===== src/hw/rtl/uqsp_pkg.sv =====
// Shared types, constants and decode helpers for the URL query string parser.
package uqsp_pkg;

    localparam int NAME_W  = 16;
    localparam int VALUE_W = 21;
    localparam int KIND_W  = 3;
    localparam int Q_DEPTH = 4;
    localparam int Q_AW    = $clog2(Q_DEPTH);
    localparam int RES_MAX = 4;
    localparam int RES_AW  = $clog2(RES_MAX);

    localparam logic [NAME_W-1:0]  NAME_LIMIT_RST  = NAME_W'(1024);
    localparam logic [VALUE_W-1:0] VALUE_LIMIT_RST = VALUE_W'(1024 * 1024);

    localparam logic [KIND_W-1:0] KIND_NAME  = 3'd0;
    localparam logic [KIND_W-1:0] KIND_VALUE = 3'd1;
    localparam logic [KIND_W-1:0] KIND_PAIR  = 3'd2;
    localparam logic [KIND_W-1:0] KIND_OK    = 3'd3;
    localparam logic [KIND_W-1:0] KIND_FAIL  = 3'd4;

    localparam logic [7:0] CH_PCT   = 8'h25;
    localparam logic [7:0] CH_EQ    = 8'h3D;
    localparam logic [7:0] CH_AMP   = 8'h26;
    localparam logic [7:0] CH_CR    = 8'h0D;
    localparam logic [7:0] CH_LF    = 8'h0A;
    localparam logic [7:0] CH_SP    = 8'h20;
    localparam logic [7:0] CH_TAB   = 8'h09;
    localparam logic [7:0] CH_PLUS  = 8'h2B;
    localparam logic [7:0] CH_MINUS = 8'h2D;
    localparam logic [7:0] CH_US    = 8'd31;
    localparam logic [7:0] CH_DEL   = 8'd127;

    localparam logic [1:0] PH_IDLE = 2'd0;
    localparam logic [1:0] PH_PCT  = 2'd1;
    localparam logic [1:0] PH_DIG  = 2'd2;

    // queue word from front to back: up to two decoded bytes plus end marks
    typedef struct packed {
        logic       b0_vld;
        logic [7:0] b0;
        logic       b1_vld;
        logic [7:0] b1;
        logic       fin;
        logic       empty_fail;
    } t_cmd;

    typedef struct packed {
        logic [KIND_W-1:0] kind;
        logic [7:0]        dat;
    } t_res;

    // {valid, value}
    function automatic logic [4:0] hex_val(input logic [7:0] c);
        logic [4:0] r;
        r = 5'd0;
        if (c >= 8'h30 && c <= 8'h39) r = {1'b1, 4'(c - 8'h30)};
        else if (c >= 8'h61 && c <= 8'h66) r = {1'b1, 4'(c - 8'h57)};
        else if (c >= 8'h41 && c <= 8'h46) r = {1'b1, 4'(c - 8'h37)};
        return r;
    endfunction

    function automatic logic is_blank(input logic [7:0] c);
        return (c == CH_SP) || (c >= CH_TAB && c <= CH_CR);
    endfunction

    // base-16 read of two chars: one blank or sign, digits, stop at non-digit
    function automatic logic [7:0] decode_pair(input logic [7:0] a, input logic [7:0] b);
        logic [4:0] ha;
        logic [4:0] hb;
        logic [7:0] r;
        ha = hex_val(a);
        hb = hex_val(b);
        r  = 8'd0;
        if (is_blank(a) || a == CH_PLUS) begin
            if (hb[4]) r = {4'd0, hb[3:0]};
        end else if (a == CH_MINUS) begin
            if (hb[4]) r = 8'(8'd0 - {4'd0, hb[3:0]});
        end else if (ha[4]) begin
            r = hb[4] ? {ha[3:0], hb[3:0]} : {4'd0, ha[3:0]};
        end
        return r;
    endfunction

endpackage


===== src/hw/rtl/uqsp_front.sv =====
// Front end: accepts raw query bytes, percent-decodes and queues parser commands.
module uqsp_front
    import uqsp_pkg::*;
(
    input  logic       i_clk,
    input  logic       i_rst_n,
    input  logic       i_valid,
    output logic       o_ready,
    input  logic [7:0] i_char,
    input  logic       i_last,
    input  logic       i_no_char,
    input  logic       i_full,
    output logic       o_push,
    output t_cmd       o_cmd
);

    logic [1:0] r_phase, n_phase;
    logic [7:0] r_held,  n_held;
    logic       r_seen,  n_seen;
    logic       w_acc;
    t_cmd       w_cmd;

    assign o_ready = !i_full;
    assign w_acc   = i_valid && !i_full;

    always_comb begin
        n_phase = r_phase;
        n_held  = r_held;
        n_seen  = r_seen;
        w_cmd   = '0;
        if (!i_no_char) begin
            n_seen = 1'b1;
            if (r_phase == PH_DIG) begin
                w_cmd.b0_vld = 1'b1;
                w_cmd.b0     = decode_pair(r_held, i_char);
                n_phase      = PH_IDLE;
                n_held       = 8'd0;
            end else if (r_phase == PH_PCT) begin
                if (i_last) begin
                    w_cmd.b0_vld = 1'b1;
                    w_cmd.b0     = CH_PCT;
                    w_cmd.b1_vld = 1'b1;
                    w_cmd.b1     = i_char;
                    n_phase      = PH_IDLE;
                end else begin
                    n_held  = i_char;
                    n_phase = PH_DIG;
                end
            end else if (i_char == CH_PCT && !i_last) begin
                n_phase = PH_PCT;
            end else begin
                w_cmd.b0_vld = 1'b1;
                w_cmd.b0     = i_char;
            end
        end
        if (i_last) begin
            w_cmd.fin = 1'b1;
            if (!n_seen) begin
                w_cmd.empty_fail = 1'b1;
            end else if (n_phase != PH_IDLE) begin
                // unfinished escape at the end passes through literally
                w_cmd.b0_vld = 1'b1;
                w_cmd.b0     = CH_PCT;
                if (n_phase == PH_DIG) begin
                    w_cmd.b1_vld = 1'b1;
                    w_cmd.b1     = n_held;
                end
            end
            n_phase = PH_IDLE;
            n_held  = 8'd0;
            n_seen  = 1'b0;
        end
    end

    always_ff @(posedge i_clk) begin
        if (!i_rst_n) begin
            r_phase <= PH_IDLE;
            r_held  <= 8'd0;
            r_seen  <= 1'b0;
        end else if (w_acc) begin
            r_phase <= n_phase;
            r_held  <= n_held;
            r_seen  <= n_seen;
        end
    end

    assign o_push = w_acc && (w_cmd.b0_vld || w_cmd.fin);
    assign o_cmd  = w_cmd;

endmodule


===== src/hw/rtl/uqsp_fifo.sv =====
// Short command queue between the decoder front end and the parser back end.
module uqsp_fifo
    import uqsp_pkg::*;
(
    input  logic i_clk,
    input  logic i_rst_n,
    input  logic i_push,
    input  t_cmd i_cmd,
    output logic o_full,
    input  logic i_pop,
    output logic o_empty,
    output t_cmd o_cmd
);

    t_cmd            r_mem [Q_DEPTH];
    logic [Q_AW-1:0] r_wr;
    logic [Q_AW-1:0] r_rd;
    logic [Q_AW:0]   r_cnt;

    assign o_full  = (r_cnt == (Q_AW+1)'(Q_DEPTH));
    assign o_empty = (r_cnt == '0);
    assign o_cmd   = r_mem[r_rd];

    always_ff @(posedge i_clk) begin
        if (i_push) begin
            r_mem[r_wr] <= i_cmd;
        end
    end

    always_ff @(posedge i_clk) begin
        if (!i_rst_n) begin
            r_wr  <= '0;
            r_rd  <= '0;
            r_cnt <= '0;
        end else begin
            if (i_push) r_wr <= r_wr + 1'b1;
            if (i_pop)  r_rd <= r_rd + 1'b1;
            if (i_push && !i_pop)      r_cnt <= r_cnt + 1'b1;
            else if (!i_push && i_pop) r_cnt <= r_cnt - 1'b1;
        end
    end

    a_no_overflow: assert property (@(posedge i_clk) disable iff (!i_rst_n)
        i_push |-> (!o_full || i_pop))
        else $error("queue written while full");
    a_no_underflow: assert property (@(posedge i_clk) disable iff (!i_rst_n)
        i_pop |-> !o_empty)
        else $error("queue read while empty");
    a_cnt_range: assert property (@(posedge i_clk) disable iff (!i_rst_n)
        r_cnt <= (Q_AW+1)'(Q_DEPTH))
        else $error("queue count out of range");

endmodule


===== src/hw/rtl/uqsp_back.sv =====
// Back end: name/value parser and result serialiser.
module uqsp_back
    import uqsp_pkg::*;
(
    input  logic               i_clk,
    input  logic               i_rst_n,
    input  logic [NAME_W-1:0]  i_name_limit,
    input  logic [VALUE_W-1:0] i_value_limit,
    input  logic               i_empty,
    input  t_cmd               i_cmd,
    output logic               o_pop,
    output logic               o_valid,
    input  logic               i_ready,
    output logic [KIND_W-1:0]  o_kind,
    output logic [7:0]         o_dat,
    output logic               o_last
);

    typedef struct packed {
        logic               in_value;
        logic [NAME_W-1:0]  ncnt;
        logic [VALUE_W-1:0] vcnt;
        logic               failed;
    } t_pstate;

    typedef struct packed {
        t_pstate st;
        logic    vld;
        t_res    res;
    } t_pout;

    function automatic t_pout parse(input t_pstate st, input logic [7:0] c,
                                    input logic [NAME_W-1:0] nlim,
                                    input logic [VALUE_W-1:0] vlim);
        t_pout p;
        logic  ctrl;
        ctrl  = (c <= CH_US) || (c == CH_DEL);
        p     = '0;
        p.st  = st;
        if (!st.failed) begin
            if (!st.in_value) begin
                if (c == CH_EQ) begin
                    if (st.ncnt == '0) begin
                        p.st.failed = 1'b1;
                        p.vld       = 1'b1;
                        p.res.kind  = KIND_FAIL;
                    end else begin
                        p.st.in_value = 1'b1;
                    end
                end else if (c == CH_AMP) begin
                    if (st.ncnt != '0) begin
                        p.vld      = 1'b1;
                        p.res.kind = KIND_PAIR;
                        p.st.ncnt  = '0;
                    end
                end else if (c == CH_CR || c == CH_LF) begin
                    p.vld = 1'b0;
                end else if (ctrl || st.ncnt >= nlim) begin
                    p.st.failed = 1'b1;
                    p.vld       = 1'b1;
                    p.res.kind  = KIND_FAIL;
                end else begin
                    p.vld      = 1'b1;
                    p.res.kind = KIND_NAME;
                    p.res.dat  = c;
                    p.st.ncnt  = st.ncnt + 1'b1;
                end
            end else begin
                if (c == CH_AMP) begin
                    p.vld         = 1'b1;
                    p.res.kind    = KIND_PAIR;
                    p.st.ncnt     = '0;
                    p.st.vcnt     = '0;
                    p.st.in_value = 1'b0;
                end else if (c == CH_CR || c == CH_LF) begin
                    p.vld = 1'b0;
                end else if (ctrl || st.vcnt >= vlim) begin
                    p.st.failed = 1'b1;
                    p.vld       = 1'b1;
                    p.res.kind  = KIND_FAIL;
                end else begin
                    p.vld      = 1'b1;
                    p.res.kind = KIND_VALUE;
                    p.res.dat  = c;
                    p.st.vcnt  = st.vcnt + 1'b1;
                end
            end
        end
        return p;
    endfunction

    t_pstate           r_st, n_st;
    t_res              r_slot [RES_MAX];
    t_res              n_slot [RES_MAX];
    logic [RES_AW:0]   r_left, n_cnt;
    logic [RES_AW-1:0] r_idx;
    logic              w_load_ok;
    logic              w_out_acc;

    always_comb begin
        t_pout             p0;
        t_pout             p1;
        t_pstate           s1;
        t_pstate           s2;
        logic [RES_MAX-1:0] cv;
        t_res              cr [RES_MAX];
        p0 = '0;
        p1 = '0;
        s1 = r_st;
        if (i_cmd.b0_vld) begin
            p0 = parse(r_st, i_cmd.b0, i_name_limit, i_value_limit);
            s1 = p0.st;
        end
        s2 = s1;
        if (i_cmd.b1_vld) begin
            p1 = parse(s1, i_cmd.b1, i_name_limit, i_value_limit);
            s2 = p1.st;
        end
        cv    = '0;
        cr[0] = p0.res;
        cr[1] = p1.res;
        cr[2] = '{kind: KIND_PAIR, dat: 8'd0};
        cr[3] = '{kind: KIND_OK,   dat: 8'd0};
        cv[0] = p0.vld;
        cv[1] = p1.vld;
        n_st  = s2;
        if (i_cmd.fin) begin
            if (i_cmd.empty_fail) begin
                cv[3] = 1'b1;
                cr[3] = '{kind: KIND_FAIL, dat: 8'd0};
            end else if (!s2.failed) begin
                cv[2] = (s2.ncnt != '0);
                cv[3] = 1'b1;
            end
            n_st = '0;
        end
        // pack the produced results in order
        n_cnt = '0;
        for (int i = 0; i < RES_MAX; i++) begin
            n_slot[i] = '0;
        end
        for (int i = 0; i < RES_MAX; i++) begin
            if (cv[i]) begin
                n_slot[n_cnt[RES_AW-1:0]] = cr[i];
                n_cnt = n_cnt + 1'b1;
            end
        end
    end

    assign w_out_acc = o_valid && i_ready;
    assign w_load_ok = (r_left == '0) || ((r_left == (RES_AW+1)'(1)) && i_ready);
    assign o_pop     = !i_empty && w_load_ok;

    always_ff @(posedge i_clk) begin
        if (!i_rst_n) begin
            r_st   <= '0;
            r_left <= '0;
            r_idx  <= '0;
        end else begin
            if (o_pop) begin
                r_st   <= n_st;
                r_left <= n_cnt;
                r_idx  <= '0;
            end else if (w_out_acc) begin
                r_left <= r_left - 1'b1;
                r_idx  <= r_idx + 1'b1;
            end
        end
    end

    always_ff @(posedge i_clk) begin
        if (o_pop) begin
            r_slot <= n_slot;
        end
    end

    assign o_valid = (r_left != '0);
    assign o_kind  = r_slot[r_idx].kind;
    assign o_dat   = r_slot[r_idx].dat;
    assign o_last  = (r_left == (RES_AW+1)'(1));

    a_left_range: assert property (@(posedge i_clk) disable iff (!i_rst_n)
        r_left <= (RES_AW+1)'(RES_MAX))
        else $error("result count out of range");
    a_end_clears: assert property (@(posedge i_clk) disable iff (!i_rst_n)
        (o_pop && i_cmd.fin) |=> (r_st == '0))
        else $error("query state not cleared at end");
    a_stall_holds: assert property (@(posedge i_clk) disable iff (!i_rst_n)
        (o_valid && !i_ready) |=> (r_left == $past(r_left) && r_idx == $past(r_idx)))
        else $error("results advanced while stalled");

endmodule


===== src/hw/rtl/url_query_string_parser_unit.sv =====
// Top level of the URL query string parser: config registers and front/queue/back.
// One raw query byte is taken per clock while the queue has room. Each word passes
// the percent decoder in the front end, and a word that yields a command lands in
// a four-entry command queue; the parser back end turns one queued command into up
// to four results (name byte, value byte, pair complete, query ok or failed) and
// sends them one per clock while m_axis_tready is high. A word that yields several
// results holds the back end until all are sent, which the queue absorbs until
// full, at which point s_axis_tready drops. Words that yield nothing (a lone '%',
// the first digit of an escape, bytes after a failure) leave no trace on the output.
// Registers: name_limit at byte address 0, value_limit at 4.
module url_query_string_parser_unit
    import uqsp_pkg::*;
(
    input  logic        i_clk,
    input  logic        i_rst_n,
    input  logic        s_axis_tvalid,
    output logic        s_axis_tready,
    input  logic [7:0]  s_axis_tdata,   // [7:0] char_in
    input  logic        s_axis_tlast,   // is_last
    input  logic        s_axis_tuser,   // [0] no_char
    output logic        m_axis_tvalid,
    input  logic        m_axis_tready,
    output logic [7:0]  m_axis_tdata,   // [7:0] out_byte
    output logic        m_axis_tlast,   // last_of_run
    output logic [2:0]  m_axis_tuser,   // [2:0] kind
    input  logic        psel,
    input  logic        penable,
    input  logic        pwrite,
    input  logic [2:0]  paddr,
    input  logic [31:0] pwdata,
    output logic [31:0] prdata,
    output logic        pready
);

    logic [NAME_W-1:0]  r_name_limit;
    logic [VALUE_W-1:0] r_value_limit;
    logic               w_wr;
    logic               w_push;
    logic               w_full;
    logic               w_pop;
    logic               w_empty;
    t_cmd               w_cmd_in;
    t_cmd               w_cmd_out;

    assign pready = 1'b1;
    assign w_wr   = psel && penable && pwrite && pready;

    always_ff @(posedge i_clk) begin
        if (!i_rst_n) begin
            r_name_limit  <= NAME_LIMIT_RST;
            r_value_limit <= VALUE_LIMIT_RST;
        end else if (w_wr) begin
            if (paddr[2]) r_value_limit <= pwdata[VALUE_W-1:0];
            else          r_name_limit  <= pwdata[NAME_W-1:0];
        end
    end

    assign prdata = paddr[2] ? {{(32-VALUE_W){1'b0}}, r_value_limit}
                             : {{(32-NAME_W){1'b0}}, r_name_limit};

    uqsp_front u_front (
        .i_clk     (i_clk),
        .i_rst_n   (i_rst_n),
        .i_valid   (s_axis_tvalid),
        .o_ready   (s_axis_tready),
        .i_char    (s_axis_tdata),
        .i_last    (s_axis_tlast),
        .i_no_char (s_axis_tuser),
        .i_full    (w_full),
        .o_push    (w_push),
        .o_cmd     (w_cmd_in)
    );

    uqsp_fifo u_fifo (
        .i_clk   (i_clk),
        .i_rst_n (i_rst_n),
        .i_push  (w_push),
        .i_cmd   (w_cmd_in),
        .o_full  (w_full),
        .i_pop   (w_pop),
        .o_empty (w_empty),
        .o_cmd   (w_cmd_out)
    );

    uqsp_back u_back (
        .i_clk         (i_clk),
        .i_rst_n       (i_rst_n),
        .i_name_limit  (r_name_limit),
        .i_value_limit (r_value_limit),
        .i_empty       (w_empty),
        .i_cmd         (w_cmd_out),
        .o_pop         (w_pop),
        .o_valid       (m_axis_tvalid),
        .i_ready       (m_axis_tready),
        .o_kind        (m_axis_tuser),
        .o_dat         (m_axis_tdata),
        .o_last        (m_axis_tlast)
    );

endmodule


===== config.mk =====
export PLATFORM = sky130hd
export DESIGN_NAME = url_query_string_parser_unit
export DESIGN_NICKNAME = d
export VERILOG_FILES = /design/src/hw/rtl/uqsp_pkg.sv /design/src/hw/rtl/uqsp_front.sv /design/src/hw/rtl/uqsp_fifo.sv /design/src/hw/rtl/uqsp_back.sv /design/src/hw/rtl/url_query_string_parser_unit.sv
export SDC_FILE = /design/constraint.sdc
export NUM_CORES = 1
export LEC_CHECK = 0
export ABC_AREA = 1
export BUFFER_PORTS_ARGS = -buffer_cell sky130_fd_sc_hd__buf_2
export CAP_MARGIN = 10
export CORE_MARGIN = 2
export CORE_UTILIZATION = 40
export CTS_BUF_LIST = sky130_fd_sc_hd__clkbuf_8
export DETAILED_ROUTE_END_ITERATION = 16
export SYNTH_ARGS = -nofsm -noshare
export SYNTH_HDL_FRONTEND = slang
export SYNTH_SLANG_ARGS = --single-unit

===== constraint.sdc =====
create_clock -name i_clk -period 4.95 [get_ports i_clk]
set_clock_uncertainty 0.05 [all_clocks]
set_input_delay 0.7425 -clock i_clk [delete_from_list [all_inputs] [get_ports i_clk]]
set_output_delay 0.7425 -clock i_clk [all_outputs]
set_load 0.01 [all_outputs]

Yosys cells after proc, flatten, opt, wreduce, memory -nomap -nowiden
Memory sizes are Yosys's and may differ from the RTL's. A register that Yosys moved wholly into a read port is not among the register bits.
Cells that the tools add are included.
- bits in registers: 143
- RAM bits: 80
- bits of input ports: 52
- output and inout bits: 47
- logic and storage cells: 301
- memories kept: 1
- memory list (name ; words ; width ; rd ports ; clocked after Yosys merged registers in ; write ports ; RTL line ; RTL):
    u_fifo.r_mem ; 4 ; 20 ; 1 ; 1 ; 1 ; uqsp_fifo.sv:15 ; t_cmd r_mem [Q_DEPTH];
- add/subtract/negate cells: 20
- order comparisons: 27
- equal/unequal tests: 19
- multiplexer cells: 152
- bitwise operators: 9
- reduce and logical (&&, ||, !) cells: 51
- operators with widths (operator ; count):
    two-way mux 16 bit ; 10
    two-way mux 8 bit ; 20
    two-way mux 21 bit ; 7
    two-way mux 11 bit ; 12
    two-way mux 44 bit ; 3
    two-way mux 39 bit ; 3
    two-way mux 51 bit ; 2
    bitwise mux 44 bit ; 2
    two-way mux 18 bit ; 4
    two-way mux 5 bit ; 14
    two-way mux 17 bit ; 4
    demux 11 bit (select 2 bit) ; 3
    == test 8 x 6 -> 1 bit, second input constant ; 8
    two-way mux 9 bit ; 6
    nonzero test 16 bit ; 3
    two-way mux 22 bit ; 2
    adder 21 x 1 -> 21 bit, second input constant ; 2
    >= comparator 21 bit ; 2
    AND 40 bit ; 1
    inverter 40 bit ; 1
    two-way mux 3 bit ; 11
    adder 16 x 1 -> 16 bit, second input constant ; 2
    == test 8 x 4 -> 1 bit, second input constant ; 4
    >= comparator 16 bit ; 2
    41 further kinds ; 150

Logic depth before layout (Yosys ltp)
- depth in word-level cells: 31
- depth in mapped cells: 55
- depth with buffers taken out: 54

Cells and area by module
A second synthesis with hierarchy kept.
- cells, all modules: 2287
- area, all modules: 15910.3 µm²
- by module, submodules not included (module ; times used ; cells an instance ; area each (µm²) ; sequential area each (µm²)):
    uqsp_back ; 1 ; 1433 ; 8979.9 ; 1721.7
    uqsp_fifo ; 1 ; 252 ; 3383.2 ; 2582.5
    url_query_string_parser_unit ; 1 ; 300 ; 1941.9 ; 740.7
    uqsp_front ; 1 ; 302 ; 1605.3 ; 220.2

Least setup slack after synthesis
Ideal clock, no wire load.
- kind: register to register
- start point: reg r_value_limit[11]
- end point: reg u_back.r_slot[26] (netlist bit), data pin
- setup time: 0.249 ns
- arrival: 5.113 ns
- data required time: 4.651 ns
- path slack: -0.462 ns
- stages on the path, launching flop included: 44
- buffers on the path: 0
- period minus slack after synthesis: 5.412 ns
- cell sequence: dfxtp_1 > inv_1 > ha_1 > nand2_1 > inv_1 > a31oi_1 > o21ai_0 > o21ai_0 > nand3_1 > nor3_4 > inv_2 > nor3_2 > nand4_1 > nor2_1 > nand2_1 > nor3_1 > nand3_1 > o21ai_0 > (+8 left out) > and2_1 > o32ai_2 > nand2_1 > nand2_2 > nor3_2 > nand2_2 > inv_2 > nand2_1 > nand2_1 > inv_1 > ha_1 > inv_1 > nor2_2 > inv_2 > nand3_4 > nor2_1 > nand2_1 > inv_1
- RTL lines (item ; RTL line ; RTL):
    start: declaration ; url_query_string_parser_unit.sv:36 ; logic [VALUE_W-1:0] r_value_limit;
    start signal: assignment ; url_query_string_parser_unit.sv:53 ; if (paddr[2]) r_value_limit <= pwdata[VALUE_W-1:0];
    end signal: assignment ; uqsp_back.sv:173 ; r_slot <= n_slot;
    end: declaration ; uqsp_back.sv:93 ; t_res r_slot [RES_MAX];

==> metrics.txt <==
vias in the first global route ~16000; WS Path Type reg2reg; Mapped Cells 2249; Routed wire per std cell between 15 and 20 um; Max Slew Vio Count 0; Post-Syn Area 15700 sq um; Slowest-stage cell, CP dfxtp_4; Critical Path RT 5.35 ns; number of nets in the layout 2881; post-DP HPWL 42800 um; Vias roughly 17000; clock-pin slew on the worst setup and hold paths roughly 0.06 ns; setup violators final 51; final WL around 57000 um; # IOs 99; Hold Crit Depth 3; min-delay worst type in2reg; ANT cells 0; pwr dens 514 nW/um^2; reg2reg setup slack -0.79 ns; Die Y 202 um; Hold Path End r_value_limit[20]$_SDFFE_PN1P_; CP top delay family simple AND/OR/NAND/NOR gates; Mean Syn Cell Area about 7 sq um; CP max FO 6; hold_buf cts 0; Synth top area share 20.7%; Gate power share between 60% and 70%; Leak between 10 and 15 nW; Layout area overhead 38.7%; GP Congestion between 0.9 and 1; min-delay src pwdata[20]; top cells by area, synth edfxtp_1 (21%), dfxtp_1 (13%), nand2_1 (12%); first-pass GRT wire length 86300 um; setup TNS -29.62 ns; Via density 5.19; Tot Pwr 11.2 mW; final worst slack -0.791 ns; share of post-route cells with drive strength above 1 32.9%; minimum clock period 5.74 ns; core footprint 38600 sq um; outcome complete, but fails checks; most common cell in the netlist nand2_1; Max-Cap Viols 0; Longest Clk Path Bufs 3; Netlist cell types 67; sequential element share of the synthesized area 33.6%; clock sinks 209; FF-to-FF End u_back.r_slot[41]$_DFFE_PP_; grt ovf 0; worst path buffer plus inverter count 8; cell taking the most area after synthesis edfxtp_1; Async S/R FF share, synth 0%; largest net degree at the start of global routing 45; f_max roughly 170 MHz; top_reg_cell synth edfxtp_1; peak supply drop 0.000501 V; initial DRC count 1189; total CTS buffers 41; clock root cell clkbuf_8; CTS tree yes; PortBufs 73; CP most frequent cell nand2_4; die area between 40000 and 50000 sq um; RSZ-0062 raised after global routing yes; Final period util 116%; cell depth of the worst flop-to-flop path 38; initial antenna violation count 0; Sequential Power Share 20.5%; data arrival time of the critical path 6.14 ns; Die Width 202 um; delay of the slowest cell on the worst path between 0.4 and 0.5 ns; list of most frequent post-synthesis cells nand2_1 (518), inv_1 (291), nor2_1 (249), o21ai_0 (180), a21oi_1 (141); yosys warns 0; FF+latch count, synth 209; Post-synth EDFFs around 110; Clock Latency Late Sink 0.60 ns; initial core utilization 40.6%; violated checks setup timing; first-pass iteration count of the detailed router 8; num rows ~70; Final ANT Viol Nets 0; clock share of power roughly 18%; Net Sw Power 5.06 mW; Int Pwr 6.13 mW; switch share 45.2%; Hold Fails Final Rpt 0; Finished Layout Cells 3272; Critical Path End Type register; Worst-Margin Slew 1.08 ns; placed insts between 3000 and 4000; element type at the critical path start register; max_slew headroom between 20% and 30%; drc violations 0; H-tree level count 2; GRT Total Usage approximately a quarter
## worst max-delay path by stage
stage	from	slack, ns	endpoint	cells after the start
2_1_floorplan	register	-0.17	u_back.r_slot[26]$_DFFE_PP_	46
3_3_place_gp	register	-0.76	u_back.r_slot[26]$_DFFE_PP_	44
3_5_place_dp	register	-0.93	u_back.r_slot[42]$_DFFE_PP_	42
4_1_cts	r_value_limit[4]$_SDFFE_PN0P_	-0.84	u_back.r_slot[26]$_DFFE_PP_	42
5_1_grt	register	-1.23	u_back.r_slot[25]$_DFFE_PP_	43
6_report	register	-0.79	u_back.r_slot[41]$_DFFE_PP_	38
## tightest hold or removal path: stages
cell and delay [ns]:
buf_2 0.08, a21oi_1 0.05, o21ai_0 0.06
## metal layers
metal	track usage, %	up-vias	wire (um)
met5	0	-	0
met4	11.5	0	2200
met1	34.6	7958	24700
met3	3.61	115	2930
li1	-	8420	-
met2	44.6	505	26700
## kinds of logic after synthesis
kind of cell / after synthesis / share of synthesized area [%]
flip-flops: 209 / 33.6
other: 2 / 0.0479
AND/OR/NAND/NOR: 1088 / 30.8
buffers and inverters: 390 / 10.4
adder cells (fa/ha/maj): 105 / 8.42
AO/OA/AOI/OAI: 430 / 15.4
XOR/XNOR: 25 / 1.40
## power by group through the flow
stage	registers, mW	logic (mW)	clock network, mW
after detailed placement	2.32	5.81	0
after floorplan	2.29	3.40	0
after CTS	2.29	6.16	1.99
after global routing	2.32	7.49	2.07
after global placement	2.32	5.75	0
final	2.30	6.93	1.96
## state kept, by name, indices dropped and copies added, names as in the netlist, named ones only
| name | count |
|---|---|
| r_name_limit | 16 |
| r_value_limit | 21 |
| u_back.r_idx | 2 |
| u_back.r_left | 3 |
| u_back.r_slot | 28 |
| u_back.r_st | 39 |
| u_fifo.r_cnt | 3 |
| u_fifo.r_mem | 80 |
| u_fifo.r_rd | 2 |
| u_fifo.r_wr | 2 |
| u_front.r_held | 8 |
| u_front.r_phase | 2 |
| u_front.r_seen | 1 |
## cell type report
cell class / count / area [sq um]
fillers: 3549 / 16900
multi-input cells: 1661 / 9970
repair buffers: 494 / 3720
clock buffers: 46 / 633
flip-flops and latches: 209 / 5300
clock inverters: 27 / 267
repair inverters: 3 / 25.0
inverters: 314 / 1220
well taps: 518 / 648
## what timing repair did
action / in CTS / in global routing
cloned: 0 / 5
setup buffers: 31 / 27
resized for setup: 111 / 185
hold endpoints to repair: 0 / 0
setup endpoints to repair: 52 / 54
pin swaps: 59 / 65
## per-stage QoR
stage / setup slack, ns / util [%] / area [sq um] / hold slack, ns
after global routing: -1.23 / 56.3 / 21800 / 0.332
final: -0.791 / 56.3 / 21800 / 0.326
after floorplan: -0.166 / - / 15900 / 0.386
after global placement: -0.761 / 49.8 / 19300 / 0.397
after CTS: -0.843 / 53.7 / 20800 / 0.300
after detailed placement: -0.933 / 49.8 / 19300 / 0.412
## layout by cell type, fill, tap and decap left out, types with 12 or more instances in the layout
master | Yosys | layout
xor2_1 | 22 | 21
nand2_1 | 518 | 463
nand3_2 | 7 | 20
nand4_1 | 29 | 29
a21oi_1 | 141 | 118
a21oi_2 | 1 | 21
ha_4 | 0 | 23
nor3_2 | 4 | 12
buf_4 | 20 | 398
nand2_4 | 5 | 29
ha_1 | 104 | 78
nor2_2 | 18 | 19
nand3_1 | 131 | 117
o21ai_0 | 180 | 152
clkbuf_8 | 0 | 46
nor2_1 | 249 | 229
inv_1 | 291 | 264
o22ai_1 | 20 | 18
nand2_2 | 31 | 62
o21ai_1 | 17 | 41
dfxtp_2 | 0 | 22
nor3_1 | 51 | 39
conb_1 | 2 | 12
dfxtp_1 | 101 | 78
edfxtp_1 | 108 | 108
nor2_4 | 5 | 24
inv_2 | 20 | 47
buf_2 | 11 | 73
No activity file was read; power rests on OpenSTA's default activity.
